### src/design/w2s_pkg.sv
`default_nettype none
package w2s_pkg;

  // Fixed-point format of coordinates, coefficients and results
  localparam int FRAC_BITS = 16;
  localparam int CW = 32;

  // Product after the fraction shift, row sum, magnitude
  localparam int PW = 2 * CW - FRAC_BITS;
  localparam int RW = PW + 2;
  localparam int MW = RW - 1;

  // Viewport size width
  localparam int SW = 14;

  // Divider: numerator bits (one per step), kept quotient bits;
  // a quotient of 2^QW or more is clamped to 2^QW
  localparam int NW = MW + SW + FRAC_BITS - 1;
  localparam int QW = 41;

  // Final sum width, wide enough for center plus capped ratio
  localparam int SUMW = QW + 3;

  // Smallest depth that counts as in front: 100*w >= 2^FRAC_BITS
  localparam int W_MIN = (2 ** FRAC_BITS + 99) / 100;

  // Configuration port
  localparam int IDXW = 4;
  localparam int DATAW = 64;

  typedef enum logic [IDXW-1:0] {
    REG_ROW0_01,
    REG_ROW0_23,
    REG_ROW1_01,
    REG_ROW1_23,
    REG_ROW2_01,
    REG_ROW2_23,
    REG_WIDTH,
    REG_HEIGHT
  } cfg_reg_e;

  // One matrix row: coefficients 0..2 and the translation in 3
  typedef logic [3:0][CW-1:0] coef_row_t;
  typedef coef_row_t [2:0] coef_mat_t;

  typedef struct packed {
    logic in_front;
    logic neg;
  } div_tag_t;

  typedef struct packed {
    logic          in_front;
    logic [CW-1:0] sy;
    logic [CW-1:0] sx;
  } result_t;

  // Clamp to the signed 32-bit range
  function automatic logic [CW-1:0] sat32(logic [SUMW-1:0] v);
    logic [CW-1:0] r;
    if ((&v[SUMW-1:CW-1]) || !(|v[SUMW-1:CW-1])) begin
      r = v[CW-1:0];
    end else if (v[SUMW-1]) begin
      r = {1'b1, {(CW-1){1'b0}}};
    end else begin
      r = {1'b0, {(CW-1){1'b1}}};
    end
    return r;
  endfunction

endpackage
`default_nettype wire

### src/design/w2s_out_buf.sv
`default_nettype none
module w2s_out_buf
  import w2s_pkg::*;
(
  input  wire logic    clk,
  input  wire logic    rst,
  input  wire logic    push,
  input  wire result_t push_data,
  output logic         push_ready,
  output logic         out_valid,
  input  wire logic    out_ready,
  output result_t      out_data
);

  logic    skid_valid;
  result_t skid_data;
  logic    pop;

  assign pop = out_valid & out_ready;
  assign push_ready = !skid_valid;

  // Output register with one skid entry behind it
  always_ff @(posedge clk) begin
    if (rst) begin
      out_valid <= 1'b0;
      skid_valid <= 1'b0;
    end else if (pop || !out_valid) begin
      if (skid_valid) begin
        out_valid <= 1'b1;
        skid_valid <= 1'b0;
      end else begin
        out_valid <= push;
      end
    end else if (push) begin
      skid_valid <= 1'b1;
    end
  end

  always_ff @(posedge clk) begin
    if (pop || !out_valid) begin
      out_data <= skid_valid ? skid_data : push_data;
    end else if (push) begin
      skid_data <= push_data;
    end
  end

  a_skid_behind_out: assert property (@(posedge clk) disable iff (rst)
    skid_valid |-> out_valid)
    else $error("skid entry held with empty output register");

  a_skid_fill: assert property (@(posedge clk) disable iff (rst)
    $rose(skid_valid) |-> $past(out_valid && !out_ready))
    else $error("skid entry filled while output could move");

endmodule
`default_nettype wire

### config.mk
export PLATFORM = sky130hd
export DESIGN_NAME = w2s_out_buf
export DESIGN_NICKNAME = d
export VERILOG_FILES = /design/src/design/w2s_pkg.sv /design/src/design/w2s_out_buf.sv
export SDC_FILE = /design/constraint.sdc
export NUM_CORES = 1
export LEC_CHECK = 0
export BUFFER_PORTS_ARGS = -buffer_cell sky130_fd_sc_hd__buf_2
export CAP_MARGIN = 10
export CORE_MARGIN = 5
export CORE_UTILIZATION = 55
export DETAILED_ROUTE_END_ITERATION = 12
export GPL_ROUTABILITY_DRIVEN = 0
export PLACE_DENSITY = 0.93
export SLEW_MARGIN = 40
export SYNTH_ARGS = -nofsm -noshare
export SYNTH_HDL_FRONTEND = slang
export SYNTH_SLANG_ARGS = --single-unit
### constraint.sdc
create_clock -name clk -period 15.2 [get_ports clk]
set_clock_uncertainty 0.2 [all_clocks]
set_input_delay 0.76 -clock clk [delete_from_list [all_inputs] [get_ports clk]]
set_output_delay 0.76 -clock clk [all_outputs]
set_load 0.02 [all_outputs]
==> qor.tcl, run 1 <==
set qor(fp.coreArea_um2) 8680
set qor(p_int_w) 0.000697
set qor(yosysSeqAreaShare_pct) 80.9
set qor(area.sequential_um2) 3950
set qor(clock_power_share_pct) 44.4
set qor(num_antenna_cells) 0
set qor(crit_slowest_cell) {buf_4}
set qor(drcViolationCount) 0
set qor(swShare_pct) 21.2
set qor(portBuffers) 135
set qor(worstPathCellList) {buf_2, nand2b_4, buf_12, nor2_4, buf_16, buf_4}
set qor(synth_instances) 211
set qor(antenna_found_initial) 0
set qor(timing_worst_slew_pin_value_ns) 0.443
set qor(worstSetupPathType) {in -> reg}
set qor(yosys_warnings) 0
set qor(route.layer.met1.wl_um) 3550
set qor(grt_pass1_wl_um) 14100
set qor(num_rows) 34
set qor(grt_max_degree) 45
set qor(clock_sinks) 132
set qor(synth_cell_types) 12
set qor(drt-pass1-iter-count) 4
set qor(cts_resized) 0
set qor(detailroute.via_count) 2473
set qor(drive_gt1_share_pct) 63.6
set qor(synthDominantCellAreaShare_pct) 80.1
set qor(synthToLayoutAreaGrowth_pct) 29.9
set qor(top_layer) {met4}
set qor(final_common_cell) {buf_2}
set qor(cts_buffers) 17
set qor(share_seq_of_total_power_pct) 48.1
set qor(ir_worst_vdd_uv) 102
set qor(p_leak_nw) 2.48
set qor(insertion_delay_to_the_later_sink_of_the_worst_skew_pair_ns) 0.49
set qor(yosys_register_bits) 132
set qor(combPwrFrac_pct) 7.5
set qor(power.density_nw_per_um2) 140
set qor(setup_violations) 0
set qor(final-hold-violation-count) 0
set qor(cts.clk_slew.worst_paths_ns) 0.06
set qor(most_frequent_cells_in_the_layout) {135 x buf_2, 130 x edfxtp_1, 37 x mux2_2}
set qor(number_of_filler_instances_in_the_final_layout) 544
set qor(dr_wl_met3_um) 657
set qor(die_h_um) 104
set qor(design.portCount) 136
set qor(routed_length_per_placed_instance_um) 18.1
set qor(data_arrival_at_the_endpoint_of_the_critical_path_ns) 2.43
set qor(worst_hold_path_type) {in -> reg}
set qor(power.switching_w) 0.000188
set qor(detailed_place_hpwl_um) 6050
set qor(layout_worst_path_cycle_share_pct) 16.4
set qor(cts_root_buf) {clkbuf_8}
set qor(first_global_vias) 2740
set qor(syn_area_um2) 4870
set qor(grt_overflow) 0
set qor(netlist_top_cells_area) {edfxtp_1 80%, mux2_4 8.6%, mux2_2 8.5%}
set qor(multi_input_area_um2) 881
set qor(cp_data_required_time_ns) 15.13
set qor(endpoint_kind) {register}
set qor(dp_slack_ns) 11.87
set qor(drt-vias-per-instance) 5.11
set qor(die_area_um2) 10800
set qor(ant_nets) 0
set qor(ctsHoldBuffers) 0
set qor(syn_avg_cell_area_um2) 23.1
set qor(crit_path_max_fanout) 44
set qor(fin_nets) 432
set qor(critPathMaxStageDelay_ns) 0.41
set qor(syn_nets) 280
set qor(effective_utilization_at_floorplan_pct) 56.2
set qor(category_of_the_worst_setup_path_launch_point) {input pin}
set qor(post-cts-setup-buffers) 0
set qor(status) {completed}
set qor(die_boundary_width_um) 104
set qor(fmaxAchievable_mhz) 400
set qor(clock_tree.buffer_depth) 2
set qor(setup_slack_ns) 12.70
set qor(post-route-util_pct) 72.9
set qor(drtIter0Drc) 84
set qor(max_cap_violations) 0
set qor(synthDominantAreaCellType) {edfxtp_1}
set qor(maxSlewHeadroom_pct) 70.4
set qor(unrepaired_setup_endpoints_after_global_routing) {false}
set qor(finalCriticalPeriod_ns) 2.50
set qor(cts_tree) {built}
set qor(grt_util_all_layers_pct) 16.8
set qor(final-max-slew-violation-count) 0
set qor(final.setup.tns_ns) 0
set qor(routed-wl-met2_um) 4490
set qor(h-tree-depth) 4
set qor(routed_wl_um) 8770
Yosys cell counts, drive strengths merged:
master  count
nor3        1
edfxtp    130
a21oi       1
mux2       65
nand2b      1
buf         7
dfxtp       2
inv         2
nor2        2
worst max-delay path: cells and delay by family:
kind                   cells  cell delay (ns)
buffers and inverters      4             1.00
and+or+nand+nor            2             0.63
registers in the layout (all words and copies together), names as in the netlist:
| name | flops |
|---|---|
| skid_valid | 1 |
| out_valid | 1 |
| skid_data | 65 |
| out_data | 65 |
path summary, 6_finish.rpt:
kind / from / endpoint / slack (ns) / cells after the start
max: out_ready / skid_data[36] / 12.70 / 6
min: rst / skid_valid / 0.24 / 2
max reg2reg: out_valid / skid_data[36] / 12.75 / 5
min reg2reg: skid_data[39] / out_data[39] / 0.35 / 1
per-stage QoR:
step                total power, W  cell area, µm²  instances  hold slack, ns
floorplan                 0.000471            4870        211           0.323
global placement          0.000496            5650        448           0.327
detailed placement        0.000500            5720        451           0.333
CTS                       0.000892            6300        483           0.213
global route              0.000917            6330        484           0.217
finish                    0.000885            6330        484           0.240
cell families after synthesis:
logic type	after synthesis	synth area share [%]
multiplexers	65	17.2
AO/OA/AOI/OAI	1	0.103
buffers and inverters	9	1.31
flip-flops	132	80.9
AND/OR/NAND/NOR	4	0.488
metal layers:
metal / vias to the layer above / track usage (%)
li1: 1154 / -
met1: 1220 / 20.0
met2: 94 / 28.1
met3: 5 / 6.27
met4: 0 / 5.83
met5: - / 0
final cells by class:
| class | count | area share (%) |
|---|---|---|
| Clock buffer | 18 | 6.60 |
| Clock inverter | 14 | 2.55 |
| Inverter | 2 | 0.119 |
| Multi-Input combinational cell | 70 | 13.9 |
| Sequential cell | 132 | 62.4 |
| Tap cell | 108 | 2.14 |
| Timing Repair Buffer | 140 | 12.3 |
power groups by stage:
| stage | combinational [W] | clock, W | sequential [W] |
|---|---|---|---|
| floorplan | 0.0000185 | 0 | 0.000452 |
| global placement | 0.0000617 | 0 | 0.000434 |
| detailed placement | 0.0000661 | 0 | 0.000434 |
| CTS | 0.0000665 | 0.000400 | 0.000426 |
| global route | 0.0000705 | 0.000419 | 0.000427 |
| finish | 0.0000660 | 0.000393 | 0.000426 |
Power figures use the tool's default switching activity.
==> run 2, diff against run 1 <==
--- a/config.mk
+++ b/config.mk
@@ -8,10 +8,10 @@
 export BUFFER_PORTS_ARGS = -buffer_cell sky130_fd_sc_hd__buf_2
 export CAP_MARGIN = 10
 export CORE_MARGIN = 5
-export CORE_UTILIZATION = 55
+export CORE_UTILIZATION = 52
 export DETAILED_ROUTE_END_ITERATION = 12
 export GPL_ROUTABILITY_DRIVEN = 0
-export PLACE_DENSITY = 0.93
+export PLACE_DENSITY = 0.9
 export SLEW_MARGIN = 40
 export SYNTH_ARGS = -nofsm -noshare
 export SYNTH_HDL_FRONTEND = slang
==> constraint.sdc (replaced) <==
create_clock -name clk -period 2.4 [get_ports clk]
set_clock_uncertainty 0.2 [all_clocks]
set_input_delay 0.12 -clock clk [delete_from_list [all_inputs] [get_ports clk]]
set_output_delay 0.12 -clock clk [all_outputs]
set_load 0.02 [all_outputs]
==> run 2 against run 1 <==
  * Largest cell class unchanged
  * Critical path depth decreased by 3
  * Worst hold slack got worse by 0.13 ns
  * Total power increased to 6.2 times the previous value
  * Critical endpoint is now push_ready
  * Core utilization increased by 2.4 points
  * Final area increased by 9.5%
  * Combinational power increased to 7.6 times the previous value
==> qor.tcl, run 2 (synthesis results as in run 1) <==
set qor(swShare_pct) 21.3 ;# +0.072 points
set qor(finalCriticalPeriod_ns) 1.95
set qor(worst_hold_path.num_cells) 4 ;# +2
set qor(insertion_delay_to_the_later_sink_of_the_worst_skew_pair_ns) 0.50 ;# about the same
set qor(crit_path_max_fanout) 31 ;# -30%
set qor(worst_hold_path_type) {in -> reg}
set qor(p_int_w) 0.00435 ;# +520%
set qor(drtIter0Drc) 118 ;# +40%
set qor(fin_hold_ws_ns) 0.107 ;# -0.133 ns
set qor(post-cts-setup-buffers) 0 ;# unchanged
set qor(die_h_um) 107 ;# +2.6%
set qor(routed_length_per_placed_instance_um) 18.6 ;# +2.7%
set qor(power.density_nw_per_um2) 799 ;# +470%
set qor(layout_worst_path_cycle_share_pct) 81.3
set qor(ant_nets) 0 ;# unchanged
set qor(clock_sinks) 132 ;# unchanged
set qor(max_cap_violations) 0 ;# unchanged
set qor(unrepaired_setup_endpoints_after_global_routing) {false}
set qor(effective_utilization_at_floorplan_pct) 53.0 ;# -3.2 points
set qor(share_seq_of_total_power_pct) 48.8 ;# +0.7 points
set qor(drt-pass1-iter-count) 4 ;# unchanged
set qor(grt_max_degree) 41 ;# -8.9%
set qor(r2r_cells) 4 ;# -1
set qor(timing_worst_slew_pin_value_ns) 0.559 ;# +0.115 ns
set qor(post-layout-total-power_w) 0.00553 ;# +520%
set qor(grt_util_all_layers_pct) 19.1 ;# +2.3 points
set qor(synthToLayoutAreaGrowth_pct) 42.1
set qor(category_of_the_worst_setup_path_launch_point) {register}
set qor(power.switching_w) 0.00118 ;# +530%
set qor(clock_power_share_pct) 42.1 ;# -2.3 points
set qor(setup_slack_ns) 0.449 ;# -12.25 ns
set qor(ctsHoldBuffers) 68 ;# +68
set qor(combPwrFrac_pct) 9.1 ;# +1.6 points
set qor(final_common_cell) {buf_2}
set qor(first_global_vias) 3176 ;# +16%
set qor(final-max-slew-violation-count) 0 ;# unchanged
set qor(maxSlewHeadroom_pct) 62.8 ;# -7.7 points
set qor(p_leak_nw) 2.73 ;# +10%
set qor(drive_gt1_share_pct) 53.3 ;# -10 points
set qor(cts.clk_slew.worst_paths_ns) 0.06 ;# about the same
set qor(fmaxAchievable_mhz) 512
set qor(status) {completed}
set qor(endpoint_kind) {primary output}
set qor(drt-vias-per-instance) 5.03 ;# -1.6%
set qor(detailed_place_hpwl_um) 6130 ;# +1.3%
set qor(antenna_found_initial) 0 ;# unchanged
set qor(hold_path_end) {skid_data[58]}
set qor(worstReg2RegEnd) {skid_valid}
set qor(worstSetupPathType) {reg -> out}
set qor(crit-reg2reg-launch) {skid_valid}
set qor(cts_root_buf) {clkbuf_8}
set qor(cp_data_required_time_ns) 2.08 ;# -13.05 ns
set qor(cts_buffers) 17 ;# unchanged
set qor(holdCritStartpoint) {out_ready}
set qor(most_frequent_cells_in_the_layout) {135 x buf_2, 130 x edfxtp_1, 68 x dlygate4sd3_1}
set qor(grt_overflow) 0 ;# unchanged
set qor(die_boundary_width_um) 107 ;# +2.6%
set qor(num_antenna_cells) 0 ;# unchanged
set qor(cts_resized) 0 ;# unchanged
set qor(portBuffers) 135 ;# unchanged
set qor(fp.coreArea_um2) 9200 ;# +6.0%
set qor(design.portCount) 136 ;# unchanged
set qor(r2r_slack_ns) 0.50 ;# -12.25 ns
set qor(drcViolationCount) 0 ;# unchanged
set qor(grt_pass1_wl_um) 16200 ;# +15%
set qor(routed_wl_um) 10300 ;# +18%
set qor(setup_violations) 0 ;# unchanged
set qor(final-hold-violation-count) 0 ;# unchanged
set qor(data_arrival_at_the_endpoint_of_the_critical_path_ns) 1.63 ;# -0.80 ns
set qor(fin_nets) 501 ;# +16%
set qor(dp_slack_ns) 0.679 ;# -11.19 ns
set qor(die_area_um2) 11400 ;# +5.2%
set qor(ir_worst_vdd_uv) 486 ;# +380%
set qor(cts_tree) {built}
set qor(detailroute.via_count) 2786 ;# +13%
set qor(largest_registers) {out_data x65, skid_data x65}
set qor(h-tree-depth) 4 ;# unchanged
set qor(num_rows) 35 ;# +2.9%
set qor(clock_tree.buffer_depth) 2 ;# unchanged
run 2: cell types whose count changed in the layout (fill, tap and decap cells not counted), sizes merged:
cell         previous run  this run
buf                   140       141
clkinv                  6         7
clkinvlp                4         3
bufinv                  3         2
dlygate4sd3             0        68
inv                     3         2
run 2: layer usage:
metal / routed length (µm) / GRT usage [%] / up-vias
met5: 0 / 0 / -
met4: 186 / 6.30 / 0
met3: 692 / 7.16 / 19
met2: 5690 / 35.8 / 105
met1: 3740 / 19.4 / 1381
li1: - / - / 1281
run 2: stage by stage:
step / utilization, % / setup TNS (ns) / area [µm²] / cells
after floorplan: - / -7.12 / 4890 / 211
after global placement: 62.1 / 0 / 5710 / 456
after detailed placement: 62.1 / 0 / 5710 / 456
after CTS: 75.3 / 0 / 6930 / 554
after global routing: 75.3 / 0 / 6930 / 554
final: 75.3 / 0 / 6930 / 554
run 2: worst max-delay path by stage:
stage,start,end,slack [ns],depth (start not counted)
detailed placement,skid_valid,out_data[6],0.68,2
finish,skid_valid,push_ready,0.45,3
floorplan,out_valid,skid_data[0],-0.11,2
global route,skid_valid,push_ready,0.37,3
CTS,skid_valid,push_ready,0.46,3
global placement,skid_valid,out_data[4],0.72,2
run 2: worst max-delay path, stage by stage, from the launching register on:
cell	delay [ns]
dfxtp_4	0.56
buf_12	0.29
inv_1	0.08
buf_2	0.17
run 2: power by group through the flow:
stage | clock [W] | combinational (W) | sequential [W]
2_1_floorplan | 0 | 0.000120 | 0.00286
3_3_place_gp | 0 | 0.000403 | 0.00274
3_5_place_dp | 0 | 0.000416 | 0.00275
4_1_cts | 0.00236 | 0.000504 | 0.00270
5_1_grt | 0.00248 | 0.000538 | 0.00271
6_report | 0.00233 | 0.000504 | 0.00270
run 2: cell type report:
cell class,instances,area (µm²)
Clock inverter,12,116
Clock buffer,18,418
Timing Repair Buffer,209,1410
Sequential cell,132,3950
Fill cell,556,2270
Tap cell,111,139
Inverter,2,7.51
Multi-Input combinational cell,70,881
==> run 3, diff against run 2 <==
--- a/config.mk
+++ b/config.mk
@@ -8,10 +8,10 @@
 export BUFFER_PORTS_ARGS = -buffer_cell sky130_fd_sc_hd__buf_2
 export CAP_MARGIN = 10
 export CORE_MARGIN = 5
-export CORE_UTILIZATION = 52
+export CORE_UTILIZATION = 47
 export DETAILED_ROUTE_END_ITERATION = 12
 export GPL_ROUTABILITY_DRIVEN = 0
-export PLACE_DENSITY = 0.9
+export PLACE_DENSITY = 0.86
 export SLEW_MARGIN = 40
 export SYNTH_ARGS = -nofsm -noshare
 export SYNTH_HDL_FRONTEND = slang
==> constraint.sdc (replaced) <==
create_clock -name clk -period 1.65 [get_ports clk]
set_clock_uncertainty 0.2 [all_clocks]
set_input_delay 0.0825 -clock clk [delete_from_list [all_inputs] [get_ports clk]]
set_output_delay 0.0825 -clock clk [all_outputs]
set_load 0.02 [all_outputs]
==> run 3 against run 2 <==
  * Worst hold slack lost 0.016 ns
  * Largest power group unchanged
  * Sequential cell count did not move
  * Total power is 46% higher
  * Sequential power grew 45%
  * Count of clock-buffer cells in the layout down 1
  * Final cell count grew 5.6%
  * Setup slack lost 0.32 ns
  * Global-route usage down 1.9 points
  * Combinational power is 49% higher
  * Final area up 1.7%
==> qor.tcl, run 3 (synthesis results as in run 1) <==
set qor(insertion_delay_to_the_later_sink_of_the_worst_skew_pair_ns) 0.52 ;# +0.02 ns
set qor(final_common_cell) {buf_2}
set qor(setup_slack_ns) 0.127 ;# -0.321 ns
set qor(detailroute.via_count) 2746 ;# -1.4%
set qor(synthToLayoutAreaGrowth_pct) 44.6
set qor(clock_tree.buffer_depth) 2 ;# unchanged
set qor(p_leak_nw) 2.79 ;# +2.1%
set qor(dp_slack_ns) 0.177 ;# -0.503 ns
set qor(num_rows) 37 ;# +5.7%
set qor(ir_worst_vdd_uv) 794 ;# +63%
set qor(drive_gt1_share_pct) 54.6 ;# +1.3 points
set qor(crit-reg2reg-launch) {skid_valid}
set qor(antenna_found_initial) 0 ;# unchanged
set qor(grt_overflow) 0 ;# unchanged
set qor(cts_root_buf) {clkbuf_8}
set qor(num_antenna_cells) 0 ;# unchanged
set qor(ant_nets) 0 ;# unchanged
set qor(cts.clk_slew.worst_paths_ns) 0.06 ;# about the same
set qor(cts_resized) 0 ;# unchanged
set qor(routed_wl_um) 10300 ;# -0.17%
set qor(worstSetupEndpoint) {push_ready}
set qor(power.density_nw_per_um2) 1140 ;# +43%
set qor(category_of_the_worst_setup_path_launch_point) {register}
set qor(drcViolationCount) 0 ;# unchanged
set qor(worstSetupStartpoint) {skid_valid}
set qor(final_cell_count_no_fill) 585 ;# +5.6%
set qor(layout_worst_path_cycle_share_pct) 92.3
set qor(post-layout-total-power_w) 0.00806 ;# +46%
set qor(portBuffers) 135 ;# unchanged
set qor(cts_tree) {built}
set qor(first_global_vias) 3030 ;# -4.6%
set qor(timing_worst_slew_pin_value_ns) 0.313 ;# -0.246 ns
set qor(post_layout_instance_area_um2) 7050 ;# +1.7%
set qor(cp_data_required_time_ns) 1.37 ;# -0.71 ns
set qor(drt-pass1-iter-count) 4 ;# unchanged
set qor(worst_hold_path_type) {in -> reg}
set qor(clock_sinks) 132 ;# unchanged
set qor(drt-vias-per-instance) 4.69 ;# -6.7%
set qor(data_arrival_at_the_endpoint_of_the_critical_path_ns) 1.24 ;# -0.39 ns
set qor(cts_buffers) 17 ;# unchanged
set qor(routed_length_per_placed_instance_um) 17.6 ;# -5.5%
set qor(setup_violations) 0 ;# unchanged
set qor(worstSetupPathType) {reg -> out}
set qor(worstReg2RegEnd) {out_data[5]}
set qor(die_h_um) 112 ;# +4.7%
set qor(maxSlewHeadroom_pct) 79.1 ;# +16 points
set qor(fmaxAchievable_mhz) 657
set qor(fp.coreArea_um2) 10200 ;# +11%
set qor(detailed_place_hpwl_um) 6050 ;# -1.3%
set qor(die_area_um2) 12500 ;# +9.6%
set qor(largest_registers) {out_data x65, skid_data x65}
set qor(effective_utilization_at_floorplan_pct) 47.6 ;# -5.4 points
set qor(h-tree-depth) 4 ;# unchanged
set qor(endpoint_kind) {primary output}
set qor(r2r_slack_ns) 0.16 ;# -0.34 ns
set qor(final-hold-violation-count) 0 ;# unchanged
set qor(design.portCount) 136 ;# unchanged
set qor(drtIter0Drc) 130 ;# +10%
set qor(grt_pass1_wl_um) 16200 ;# -0.21%
set qor(final-max-slew-violation-count) 0 ;# unchanged
set qor(status) {completed}
set qor(cell_area_reported_after_detailed_placement_um2) 5820 ;# +1.8%
set qor(place_inst) 484 ;# +6.1%
set qor(finalCriticalPeriod_ns) 1.52
set qor(unrepaired_setup_endpoints_after_global_routing) {false}
set qor(grt_util_all_layers_pct) 17.3 ;# -1.9 points
set qor(grt_max_degree) 49 ;# +20%
set qor(fin_nets) 506 ;# +1.0%
set qor(crit_path_max_fanout) 5 ;# -84%
set qor(max_cap_violations) 0 ;# unchanged
set qor(most_frequent_cells_in_the_layout) {135 x buf_2, 130 x edfxtp_1, 68 x dlygate4sd3_1}
set qor(die_boundary_width_um) 112 ;# +4.7%
set qor(r2r_cells) 3 ;# -1
run 3: final cells by class:
cell class	count	area, µm²
flip-flops and latches	132	3950
fillers	632	3190
repair buffers	214	1500
clock buffers	17	414
inverters	2	7.51
well taps	136	170
clock inverters	14	120
multi-input cells	70	881
run 3: worst max-delay path, stage by stage, from the launching register on:
cell	delay, ns
dfxtp_4	0.35
buf_4	0.16
inv_1	0.06
buf_2	0.16
run 3: per-stage QoR:
| stage | utilization, % | hold WS, ns | TNS (ns) |
|---|---|---|---|
| after detailed placement | 56.8 | 0.0763 | 0 |
| after global routing | 68.9 | 0.0651 | 0 |
| after global placement | 56.8 | 0.0686 | 0 |
| after CTS | 68.9 | 0.0572 | 0 |
| final | 68.9 | 0.0917 | 0 |
| after floorplan | - | -0.0581 | -55.87 |
run 3: timing repair:
action,CTS,global route
setup endpoints to repair,1,0
buffers inserted,2,0
endpoints found under the hold margin,173,0
hold buffers,68,0
run 3: layer usage:
layer,global-route usage (%),vias up,part of all wire [%]
li1,-,1299,-
met1,19.0,1322,39
met2,29.7,106,53
met3,7.07,19,6.6
met4,6.89,0,1.7
met5,0,-,0
run 3: how the worst min path moves through the flow:
| stage | start | end | slack, ns | cells after the start |
|---|---|---|---|---|
| after floorplan | rst | out_valid | -0.06 | 1 |
| after global placement | rst | out_valid | 0.07 | 2 |
| after detailed placement | push_data[29] | skid_data[29] | 0.08 | 1 |
| after CTS | push_data[59] | skid_data[59] | 0.06 | 2 |
| after global routing | push_data[22] | skid_data[22] | 0.07 | 2 |
| final | push_data[22] | skid_data[22] | 0.09 | 2 |
run 3: power breakdown:
| group | switching [W] | leakage (nW) | internal [W] |
|---|---|---|---|
| Sequential | 0.0000479 | 1.28 | 0.00388 |
| Clock | 0.00129 | 0.271 | 0.00210 |
| Combinational | 0.000384 | 1.23 | 0.000368 |
